## config.mk

```make
export PLATFORM = sky130hd
export DESIGN_NAME = morse_code_keyer_top_flat
export DESIGN_NICKNAME = d
export VERILOG_FILES = /design/src/rtl/mck_pkg.sv /design/src/rtl/mck_if.sv /design/src/rtl/mck_cfg_regs.sv /design/src/rtl/mck_core.sv /design/src/rtl/morse_code_keyer_top.sv /design/src/flat_wrapper.sv
export VERILOG_INCLUDE_DIRS = /design/src /design/src/rtl
export SDC_FILE = /design/constraint.sdc
export NUM_CORES = 1
export LEC_CHECK = 0
export ABC_AREA = 1
export BUFFER_PORTS_ARGS = -buffer_cell sky130_fd_sc_hd__buf_2
export CAP_MARGIN = 20
export CORE_MARGIN = 2
export CORE_UTILIZATION = 40
export DETAILED_ROUTE_END_ITERATION = 10
export GPL_TIMING_DRIVEN = 1
export PLACE_DENSITY = 0.65
export SLEW_MARGIN = 5
export SYNTH_ARGS = -nofsm -noshare
export SYNTH_HDL_FRONTEND = slang
export SYNTH_SLANG_ARGS = --single-unit
```

## constraint.sdc

```tcl
create_clock -name clk_i -period 4.1 [get_ports clk_i]
set_clock_uncertainty 0.2 [all_clocks]
set_input_delay 0.615 -clock clk_i [delete_from_list [all_inputs] [get_ports clk_i]]
set_output_delay 0.615 -clock clk_i [all_outputs]
set_load 0.005 [all_outputs]
```

## src/rtl/morse_code_keyer_top_macros.svh

```systemverilog
// Assertion macros shared by the keyer RTL files.
`ifndef MORSE_CODE_KEYER_TOP_MACROS_SVH
`define MORSE_CODE_KEYER_TOP_MACROS_SVH

`ifndef SYNTHESIS
// Checked property on clk_i, switched off while rst_ni is low.
`define MCK_ASSERT(lbl, prop, msg) \
  lbl: assert property (@(posedge clk_i) disable iff (!rst_ni) (prop)) else $error(msg);
// Checked property on clk_i that must also hold during reset.
`define MCK_ASSERT_ALWAYS(lbl, prop, msg) \
  lbl: assert property (@(posedge clk_i) (prop)) else $error(msg);
`else
`define MCK_ASSERT(lbl, prop, msg)
`define MCK_ASSERT_ALWAYS(lbl, prop, msg)
`endif

`endif

```

## src/rtl/mck_pkg.sv

```systemverilog
// Types, constants and the letter table of the Morse code keyer.
package mck_pkg;

  // Width of the phase timer and of the configured durations.
  localparam int unsigned TimerWidth = 16;
  localparam int unsigned DurWidth   = 16;
  localparam int unsigned CfgIdxW    = 3;
  localparam int unsigned NumLetters = 26;

  typedef enum logic [1:0] {
    ModeTick        = 2'd0,
    ModeLetter      = 2'd1,
    ModeLetterSpace = 2'd2,
    ModeWordSpace   = 2'd3
  } mode_e;

  typedef enum logic [1:0] {
    PhIdle  = 2'd0,
    PhMark  = 2'd1,
    PhGap   = 2'd2,
    PhPause = 2'd3
  } phase_e;

  typedef enum logic [CfgIdxW-1:0] {
    RegDot       = 3'd0,
    RegDash      = 3'd1,
    RegSymbolGap = 3'd2,
    RegLetterGap = 3'd3,
    RegWordGap   = 3'd4
  } cfg_idx_e;

  // Durations in ticks, as held by the configuration registers.
  typedef struct packed {
    logic [DurWidth-1:0] dot_ticks;
    logic [DurWidth-1:0] dash_ticks;
    logic [DurWidth-1:0] symbol_gap_ticks;
    logic [DurWidth-1:0] letter_gap_ticks;
    logic [DurWidth-1:0] word_gap_ticks;
  } cfg_t;

  // One result beat.
  typedef struct packed {
    logic led_on;
    logic busy_res;
    logic accepted;
  } res_t;

  // Symbol pattern of each letter: bit i is symbol i, 1 is a dash.
  localparam logic [3:0] SymCode [NumLetters] = '{
    4'd2, 4'd1, 4'd5, 4'd1, 4'd0, 4'd4, 4'd3, 4'd0, 4'd0, 4'd14, 4'd5, 4'd2, 4'd3,
    4'd1, 4'd7, 4'd6, 4'd11, 4'd2, 4'd0, 4'd1, 4'd4, 4'd8, 4'd6, 4'd9, 4'd13, 4'd3
  };

  // Number of symbols of each letter.
  localparam logic [2:0] SymLen [NumLetters] = '{
    3'd2, 3'd4, 3'd4, 3'd3, 3'd1, 3'd4, 3'd3, 3'd4, 3'd2, 3'd4, 3'd3, 3'd4, 3'd2,
    3'd2, 3'd3, 3'd4, 3'd4, 3'd3, 3'd3, 3'd1, 3'd3, 3'd4, 3'd3, 3'd4, 3'd4, 3'd4
  };

  // Largest count the phase timer can hold.
  localparam logic [32:0] TimerMax = (33'd1 << TimerWidth) - 33'd1;

  // Saturate a configured duration to the range of the phase timer.
  function automatic logic [TimerWidth-1:0] clamp_timer(input logic [DurWidth-1:0] v);
    logic [32:0] v_ext;
    v_ext = 33'(v);
    if (v_ext > TimerMax) begin
      return '1;
    end
    return TimerWidth'(v_ext);
  endfunction

endpackage

```

## src/rtl/mck_if.sv

```systemverilog
// Valid/ready channel interfaces of the keyer: input items, results and register writes.
interface mck_item_if;
  import mck_pkg::*;
  logic       valid;
  logic       ready;
  logic [1:0] mode;
  logic [4:0] letter;
  modport source (output valid, output mode, output letter, input ready);
  modport sink (input valid, input mode, input letter, output ready);
endinterface

interface mck_res_if;
  logic valid;
  logic ready;
  logic led_on;
  logic busy_res;
  logic accepted;
  modport source (output valid, output led_on, output busy_res, output accepted, input ready);
  modport sink (input valid, input led_on, input busy_res, input accepted, output ready);
endinterface

interface mck_cfg_if;
  import mck_pkg::*;
  logic                valid;
  logic                ready;
  logic [CfgIdxW-1:0]  index;
  logic [DurWidth-1:0] data;
  modport source (output valid, output index, output data, input ready);
  modport sink (input valid, input index, input data, output ready);
endinterface

```

## src/rtl/mck_cfg_regs.sv

```systemverilog
// Configuration register file holding the five keying durations.
module mck_cfg_regs (
  input  logic          clk_i,
  input  logic          rst_ni,
  mck_cfg_if.sink       cfg_i,
  output mck_pkg::cfg_t cfg_o
);
  import mck_pkg::*;

  cfg_t cfg_q;

  // Writes are always taken; an unknown index is dropped.
  assign cfg_i.ready = 1'b1;

  // Register update on each write beat.
  always_ff @(posedge clk_i or negedge rst_ni) begin
    if (!rst_ni) begin
      cfg_q.dot_ticks        <= DurWidth'(20);
      cfg_q.dash_ticks       <= DurWidth'(60);
      cfg_q.symbol_gap_ticks <= DurWidth'(100);
      cfg_q.letter_gap_ticks <= DurWidth'(200);
      cfg_q.word_gap_ticks   <= DurWidth'(400);
    end else if (cfg_i.valid) begin
      case (cfg_i.index)
        RegDot:       cfg_q.dot_ticks        <= cfg_i.data;
        RegDash:      cfg_q.dash_ticks       <= cfg_i.data;
        RegSymbolGap: cfg_q.symbol_gap_ticks <= cfg_i.data;
        RegLetterGap: cfg_q.letter_gap_ticks <= cfg_i.data;
        RegWordGap:   cfg_q.word_gap_ticks   <= cfg_i.data;
        default: begin
        end
      endcase
    end
  end

  assign cfg_o = cfg_q;

endmodule

```

## src/rtl/mck_core.sv

```systemverilog
// Keyer state machine: phase, symbol pattern and phase timer, one item per step.
`include "morse_code_keyer_top_macros.svh"

module mck_core (
  input  logic          clk_i,
  input  logic          rst_ni,
  input  logic          step_i,
  input  logic [1:0]    mode_i,
  input  logic [4:0]    letter_i,
  input  mck_pkg::cfg_t cfg_i,
  output mck_pkg::res_t res_o
);
  import mck_pkg::*;

  phase_e                phase_q, phase_d;
  logic [3:0]            pattern_q, pattern_d;
  logic [2:0]            symbols_q, symbols_d;
  logic [TimerWidth-1:0] ticks_q, ticks_d;

  logic       is_tick;
  logic       timer_done;
  logic       letter_ok;
  logic [3:0] load_code;
  logic [2:0] load_len;
  logic       accepted;

  // Decode of the current item.
  assign is_tick    = (mode_i == ModeTick);
  assign timer_done = (ticks_q <= TimerWidth'(1));
  assign letter_ok  = (letter_i < 5'(NumLetters));
  assign load_code  = letter_ok ? SymCode[letter_i] : 4'd0;
  assign load_len   = letter_ok ? SymLen[letter_i] : 3'd0;
  assign accepted   = !is_tick && (phase_q == PhIdle) &&
                      ((mode_i != ModeLetter) || letter_ok);

  // Next phase.
  always_comb begin
    phase_d = phase_q;
    if (step_i) begin
      if (is_tick) begin
        if ((phase_q != PhIdle) && timer_done) begin
          unique case (phase_q)
            PhMark:  phase_d = PhGap;
            PhGap:   phase_d = (symbols_q != 3'd0) ? PhMark : PhIdle;
            default: phase_d = PhIdle;
          endcase
        end
      end else if (accepted) begin
        phase_d = (mode_i == ModeLetter) ? PhMark : PhPause;
      end
    end
  end

  // Pattern, symbol count and timer that go with the phase change.
  always_comb begin
    pattern_d = pattern_q;
    symbols_d = symbols_q;
    ticks_d   = ticks_q;
    if (step_i) begin
      if (is_tick) begin
        if ((phase_q != PhIdle) && timer_done) begin
          if (phase_q == PhMark) begin
            ticks_d = clamp_timer(cfg_i.symbol_gap_ticks);
          end else if ((phase_q == PhGap) && (symbols_q != 3'd0)) begin
            // Start the next symbol of the letter.
            pattern_d = {1'b0, pattern_q[3:1]};
            symbols_d = symbols_q - 3'd1;
            ticks_d   = clamp_timer(pattern_q[0] ? cfg_i.dash_ticks : cfg_i.dot_ticks);
          end else begin
            pattern_d = '0;
            symbols_d = '0;
            ticks_d   = '0;
          end
        end else if (phase_q != PhIdle) begin
          ticks_d = ticks_q - TimerWidth'(1);
        end
      end else if (accepted) begin
        if (mode_i == ModeLetter) begin
          // Load the letter and light the first symbol at once.
          pattern_d = {1'b0, load_code[3:1]};
          symbols_d = load_len - 3'd1;
          ticks_d   = clamp_timer(load_code[0] ? cfg_i.dash_ticks : cfg_i.dot_ticks);
        end else begin
          ticks_d = clamp_timer((mode_i == ModeLetterSpace) ? cfg_i.letter_gap_ticks
                                                            : cfg_i.word_gap_ticks);
        end
      end
    end
  end

  // Result fields follow the state after this item.
  always_comb begin
    res_o.led_on   = (phase_d == PhMark);
    res_o.busy_res = (phase_d != PhIdle);
    res_o.accepted = step_i && accepted;
  end

  // State registers.
  always_ff @(posedge clk_i or negedge rst_ni) begin
    if (!rst_ni) begin
      phase_q   <= PhIdle;
      pattern_q <= '0;
      symbols_q <= '0;
      ticks_q   <= '0;
    end else begin
      phase_q   <= phase_d;
      pattern_q <= pattern_d;
      symbols_q <= symbols_d;
      ticks_q   <= ticks_d;
    end
  end

  `MCK_ASSERT_ALWAYS(a_idle_clear, (phase_q == PhIdle) |-> ((pattern_q == 4'd0) && (symbols_q == 3'd0)), "idle keyer holds a leftover pattern")
  `MCK_ASSERT(a_tick_counts_down, (step_i && is_tick && (phase_q != PhIdle) && !timer_done) |=> (ticks_q == $past(ticks_q) - TimerWidth'(1)), "phase timer did not count down")
  `MCK_ASSERT(a_accept_only_idle, (step_i && res_o.accepted) |-> (phase_q == PhIdle), "command taken while busy")

endmodule

```

## src/rtl/morse_code_keyer_top.sv

```systemverilog
// Morse code keyer top level: input register, keyer core and result register.
// The keyer takes one item per clock cycle while the result channel is not stalled
// and returns one result per item through the input and result registers. A tick
// item advances the current mark, gap or pause by one tick; a send-letter item
// plays the letter's dots and dashes, each followed by a dark symbol gap;
// letter-space and word-space items start a dark pause. Commands that arrive while
// a letter or pause is still playing are refused with accepted low. The keyer
// state update sits between the input and result registers; the input register
// can take a new item while a result still waits, but the item steps on only once
// the result register is free or drained. Durations are to be written through the
// configuration channel while the keyer is idle; the block does not enforce this.
`include "morse_code_keyer_top_macros.svh"

module morse_code_keyer_top (
  input  logic     clk_i,
  input  logic     rst_ni,
  mck_item_if.sink in_i,
  mck_res_if.source out_o,
  mck_cfg_if.sink  cfg_i
);
  import mck_pkg::*;

  logic       in_valid_q;
  logic [1:0] in_mode_q;
  logic [4:0] in_letter_q;
  logic       out_valid_q;
  res_t       out_res_q;
  res_t       res_d;
  cfg_t       cfg;
  logic       step;

  // An item moves on when the result register is free or being drained.
  assign step       = in_valid_q && (!out_valid_q || out_o.ready);
  assign in_i.ready = !in_valid_q || step;

  // Input register.
  always_ff @(posedge clk_i or negedge rst_ni) begin
    if (!rst_ni) begin
      in_valid_q <= 1'b0;
    end else if (in_i.valid && in_i.ready) begin
      in_valid_q <= 1'b1;
    end else if (step) begin
      in_valid_q <= 1'b0;
    end
  end

  always_ff @(posedge clk_i) begin
    if (in_i.valid && in_i.ready) begin
      in_mode_q   <= in_i.mode;
      in_letter_q <= in_i.letter;
    end
  end

  mck_cfg_regs u_cfg_regs (
    .clk_i  (clk_i),
    .rst_ni (rst_ni),
    .cfg_i  (cfg_i),
    .cfg_o  (cfg)
  );

  mck_core u_core (
    .clk_i    (clk_i),
    .rst_ni   (rst_ni),
    .step_i   (step),
    .mode_i   (in_mode_q),
    .letter_i (in_letter_q),
    .cfg_i    (cfg),
    .res_o    (res_d)
  );

  // Result register.
  always_ff @(posedge clk_i or negedge rst_ni) begin
    if (!rst_ni) begin
      out_valid_q <= 1'b0;
    end else if (step) begin
      out_valid_q <= 1'b1;
    end else if (out_o.ready) begin
      out_valid_q <= 1'b0;
    end
  end

  always_ff @(posedge clk_i) begin
    if (step) begin
      out_res_q <= res_d;
    end
  end

  assign out_o.valid    = out_valid_q;
  assign out_o.led_on   = out_res_q.led_on;
  assign out_o.busy_res = out_res_q.busy_res;
  assign out_o.accepted = out_res_q.accepted;

  `MCK_ASSERT(a_ready_when_empty, (!out_valid_q) |-> in_i.ready, "input stalled with an empty result register")
  `MCK_ASSERT(a_step_fills_out, step |=> out_valid_q, "result beat lost after a step")
  `MCK_ASSERT(a_out_held, (out_valid_q && !out_o.ready) |=> out_valid_q, "stalled result dropped")

endmodule

```

## src/flat_wrapper.sv

```systemverilog
// flat-port wrapper written by rule: the top's interface ports become plain ports
module morse_code_keyer_top_flat import mck_pkg::*;
  (clk_i, rst_ni, in_i_valid, in_i_mode, in_i_letter, in_i_ready, out_o_valid, out_o_led_on, out_o_busy_res, out_o_accepted, out_o_ready, cfg_i_valid, cfg_i_index, cfg_i_data, cfg_i_ready);
  mck_item_if in_i_i ();
  mck_res_if out_o_i ();
  mck_cfg_if cfg_i_i ();
  input  logic clk_i;
  input  logic rst_ni;
  input wire logic [$bits(in_i_i.valid)-1:0] in_i_valid;
  input wire logic [$bits(in_i_i.mode)-1:0] in_i_mode;
  input wire logic [$bits(in_i_i.letter)-1:0] in_i_letter;
  output wire logic [$bits(in_i_i.ready)-1:0] in_i_ready;
  output wire logic [$bits(out_o_i.valid)-1:0] out_o_valid;
  output wire logic [$bits(out_o_i.led_on)-1:0] out_o_led_on;
  output wire logic [$bits(out_o_i.busy_res)-1:0] out_o_busy_res;
  output wire logic [$bits(out_o_i.accepted)-1:0] out_o_accepted;
  input wire logic [$bits(out_o_i.ready)-1:0] out_o_ready;
  input wire logic [$bits(cfg_i_i.valid)-1:0] cfg_i_valid;
  input wire logic [$bits(cfg_i_i.index)-1:0] cfg_i_index;
  input wire logic [$bits(cfg_i_i.data)-1:0] cfg_i_data;
  output wire logic [$bits(cfg_i_i.ready)-1:0] cfg_i_ready;
  assign in_i_i.valid = in_i_valid;
  assign in_i_i.mode = in_i_mode;
  assign in_i_i.letter = in_i_letter;
  assign in_i_ready = in_i_i.ready;
  assign out_o_valid = out_o_i.valid;
  assign out_o_led_on = out_o_i.led_on;
  assign out_o_busy_res = out_o_i.busy_res;
  assign out_o_accepted = out_o_i.accepted;
  assign out_o_i.ready = out_o_ready;
  assign cfg_i_i.valid = cfg_i_valid;
  assign cfg_i_i.index = cfg_i_index;
  assign cfg_i_i.data = cfg_i_data;
  assign cfg_i_ready = cfg_i_i.ready;
  morse_code_keyer_top u_core (.clk_i(clk_i), .rst_ni(rst_ni), .in_i(in_i_i), .out_o(out_o_i), .cfg_i(cfg_i_i));
endmodule
```

==> key figures <==
Placed design
  – Pre-CTS WS: 1423 ps
  – Port bufs: 35
  – DP Wirelength: 11930 microns
  – Final Wtd Congestion: 0.8584
  – # placed instances: 1116

Worst setup path
  – Worst Path Max Fanout: 17
  – Required time worst endpoint: 4210 ps
  – R2r startpoint: u_core.in_letter_q[0]
  – Setup crit end kind: flip-flop
  – Worst EP arrival: 2820 ps
  – CP Launch Point: u_core.in_letter_q[0]
  – Worst Path Class, Setup: reg -> reg
  – Crit path launch type: flip-flop

Logic synthesis
  – Syn Nets: 937
  – Sequential share of the synthesized area: 44.96%
  – Synth cell types: 41
  – Synth Instances: 897
  – Synth Warn #: 0
  – Seq cells post-synth: 116
  – Synth Area per Inst: 7.368 sq um
  – Post-Syn Area: 6609 sq um

Global route
  – Initial antenna violation count: 0
  – First-pass GRT wire length: 28280 microns
  – Vias in the first global route: 5538
  – Gr usage total: 20.03%
  – Global route overflow: 0
  – Largest net degree at the start of global routing: 55

Cells and area
  – Fillcell total: 1623
  – Layout cells sized above 1: 13.40%
  – Area growth syn-to-layout: 14.46%
  – Final net count: 960
  – Cell Count, Final, Fillers Out: 1149
  – Diodes inserted: 0

Detailed routing
  – Initial DRC Count: 456
  – DRT Pass-1 Iters: 7
  – Vias per cell: 5.045
  – Vias: 5797
  – Routed wire length: 16740 microns
  – Routed Antenna Nets: 0
  – DRC: 0
  – DR WL/cell: 14.57 microns

Die
  – Die Wd: 132.5 microns
  – Die area: 17570 sq um
  – Core footprint: 16000 sq um
  – Cell row count: 46
  – I/O pin count: 37
  – Initial Utilization: 41.30%
  – Chip Height: 132.5 microns

STA
  – Fmax: 0.3689 GHz
  – Relative slew slack: 32.43%
  – Hold Vio Cnt, Final: 0
  – Fin Hold WS: 54.77 ps
  – Final Max Slew Viols: 0
  – RSZ-0062 raised after global routing: false
  – Final setup margin: 1389 ps
  – Final critical-path required period: 2711 ps
  – Setup TNS Final: 0 ps
  – Slew @ Worst Pin: 1011 ps
  – Final setup fails: 0
  – Period utilization: 66.12%

Power and ir drop
  – Pwr dens: 594.7 nW/um^2
  – Leak pwr: 3.659 nW
  – Final Power: 4.499 mW
  – Worst IR drop on VDD: 0.3086 mV

CTS
  – CTS tree: done
  – Root Buffer: clkbuf_16
  – Clock Path Buffers: 2
  – Post-CTS setup buffers: 0
  – Sink Count: 116
  – CTS H-tree depth: 4
  – Clock latency on the worst-skew pair: 430 ps
  – CTS-repair resized insts: 0
  – Clock buffer count from CTS: 17
  – Post-CTS Hold Fix Bufs: 0
  – CTS clk-pin slew, worst paths: 50 ps

Outcome
  – Status: finished, final reports clean

Run
  – Max Cap Violations: 0

Hold path
  – Path category of the worst min-delay check: in -> async
[per-stage QoR]
stage	util, %	area, sq um
after floorplan	-	6609
after global placement	43.17	6908
after detailed placement	43.27	6923
after CTS	47.21	7553
after global routing	47.28	7565
final	47.28	7565
[metal layers]
metal / wire, microns / track usage (%) / up-vias
met3: 877 / 4.483 / 18
met2: 7417 / 30.71 / 146
li1: - / - / 2937
met5: 0 / 0 / -
met4: 213 / 6.153 / 0
met1: 8234 / 28.28 / 2696
[report_power, final]
group	switching, mW	internal [mW]	total, mW	leakage (nW)
logic	0.767	0.430	1.20	1.97
registers	0.278	1.46	1.73	1.39
clock network	0.546	1.02	1.57	0.300
total	1.59	2.91	4.50	3.66
[kinds of logic (layout without fill, tap and decap cells)]
| group | after synthesis | count (layout) | share of synthesized area (%) |
|---|---|---|---|
| xor+xnor | 4 | 4 | 0.5302 |
| compound gates | 154 | 154 | 12.86 |
| other cells | 1 | 1 | 0.05674 |
| buf+inv | 114 | 150 | 7.327 |
| flops | 116 | 116 | 44.96 |
| fa+ha+maj | 9 | 9 | 1.704 |
| simple gates | 499 | 499 | 32.56 |
[placed cells by master (no fill, tap or decap), types with 4 or more instances in the layout]
cell       netlist  routed
o211ai_1         5       5
nand2_2          5       5
buf_4            5       4
edfxtp_1        10      10
o21ai_1          5       5
a21oi_1         12      12
nand3_2          7       7
dfrtp_1         91      91
nand2_1        334     334
ha_1             9       9
nor2_2           7       7
clkbuf_16        0      18
inv_1           72      72
o21ai_0        120     120
nor2_1          48      48
buf_2            9      34
dfstp_2         15      15
nand3b_1        10      10
nand3_1         78      78
[critical path: stages (launching register included)]
cell and delay, ps:
edfxtp_1 470, inv_1 170, ha_1 370, nand2_4 100, nand2_2 70, a21oi_4 460, nand2_4 260, nand2_1 140
nand3_1 90, nand2_1 100, nand2_1 60, nand2_1 50, nand2_1 40
[cell type report]
| cell class | count | area, sq um | share of cell area (%) |
|---|---|---|---|
| clock buffers | 21 | 481.7 | 6.368 |
| multi-input cells | 667 | 3153 | 41.68 |
| well taps | 216 | 270.3 | 3.573 |
| repair buffers | 41 | 246.5 | 3.258 |
| flip-flops and latches | 116 | 2972 | 39.28 |
| clock inverters | 11 | 148.9 | 1.968 |
| inverters | 77 | 292.8 | 3.870 |
[sequential cells by signal, indices dropped and copies added, names as in the netlist, 2 cells and up]
signal	flops
u_core.in_mode_q	2
u_core.in_letter_q	5
u_core.u_core.symbols_q	3
u_core.u_core.pattern_q	3
u_core.u_core.ticks_q	16
u_core.u_cfg_regs.cfg_o	80
u_core.u_core.phase_q	2
[synthesized netlist by cell type, drive strengths merged]
cell	count	area, sq um
buf	17	116.4
a21oi	17	126.4
o22ai	1	6.260
nand4	1	6.260
inv	76	287.8
a21boi	3	22.52
or2	3	18.77
nand2	342	1328
a211oi	1	7.510
o21ai	126	641.9
nor2	55	224.0
clkbuf	20	75.07
nand3b	10	75.07
o211ai	5	37.54
ha	9	112.6
and2	1	6.260
a21o	1	7.510
xor2	3	26.28
edfxtp	10	300.3
nor3	1	16.27
conb	1	3.750
dfstp	15	394.1
dfrtp	91	2277
clkinv	1	5.000
xnor2	1	8.760
nand3	86	478.0
[path summary, 6_finish.rpt]
check                                                    to  cells past startpoint  slack, ps
worst max-delay path               u_core.u_core.ticks_q[6]                     12       1390
worst min-delay path            u_core.u_cfg_regs.cfg_o[36]                      1         50
worst max register to register     u_core.u_core.ticks_q[6]                     12       1390
worst min register to register  u_core.u_cfg_regs.cfg_o[69]                      2        280
max in group asynchronous        u_core.u_cfg_regs.cfg_o[7]                      2       2870
min in group clk_i                    u_core.in_letter_q[0]                      1        160
No activity file was read; power rests on OpenSTA's default activity.
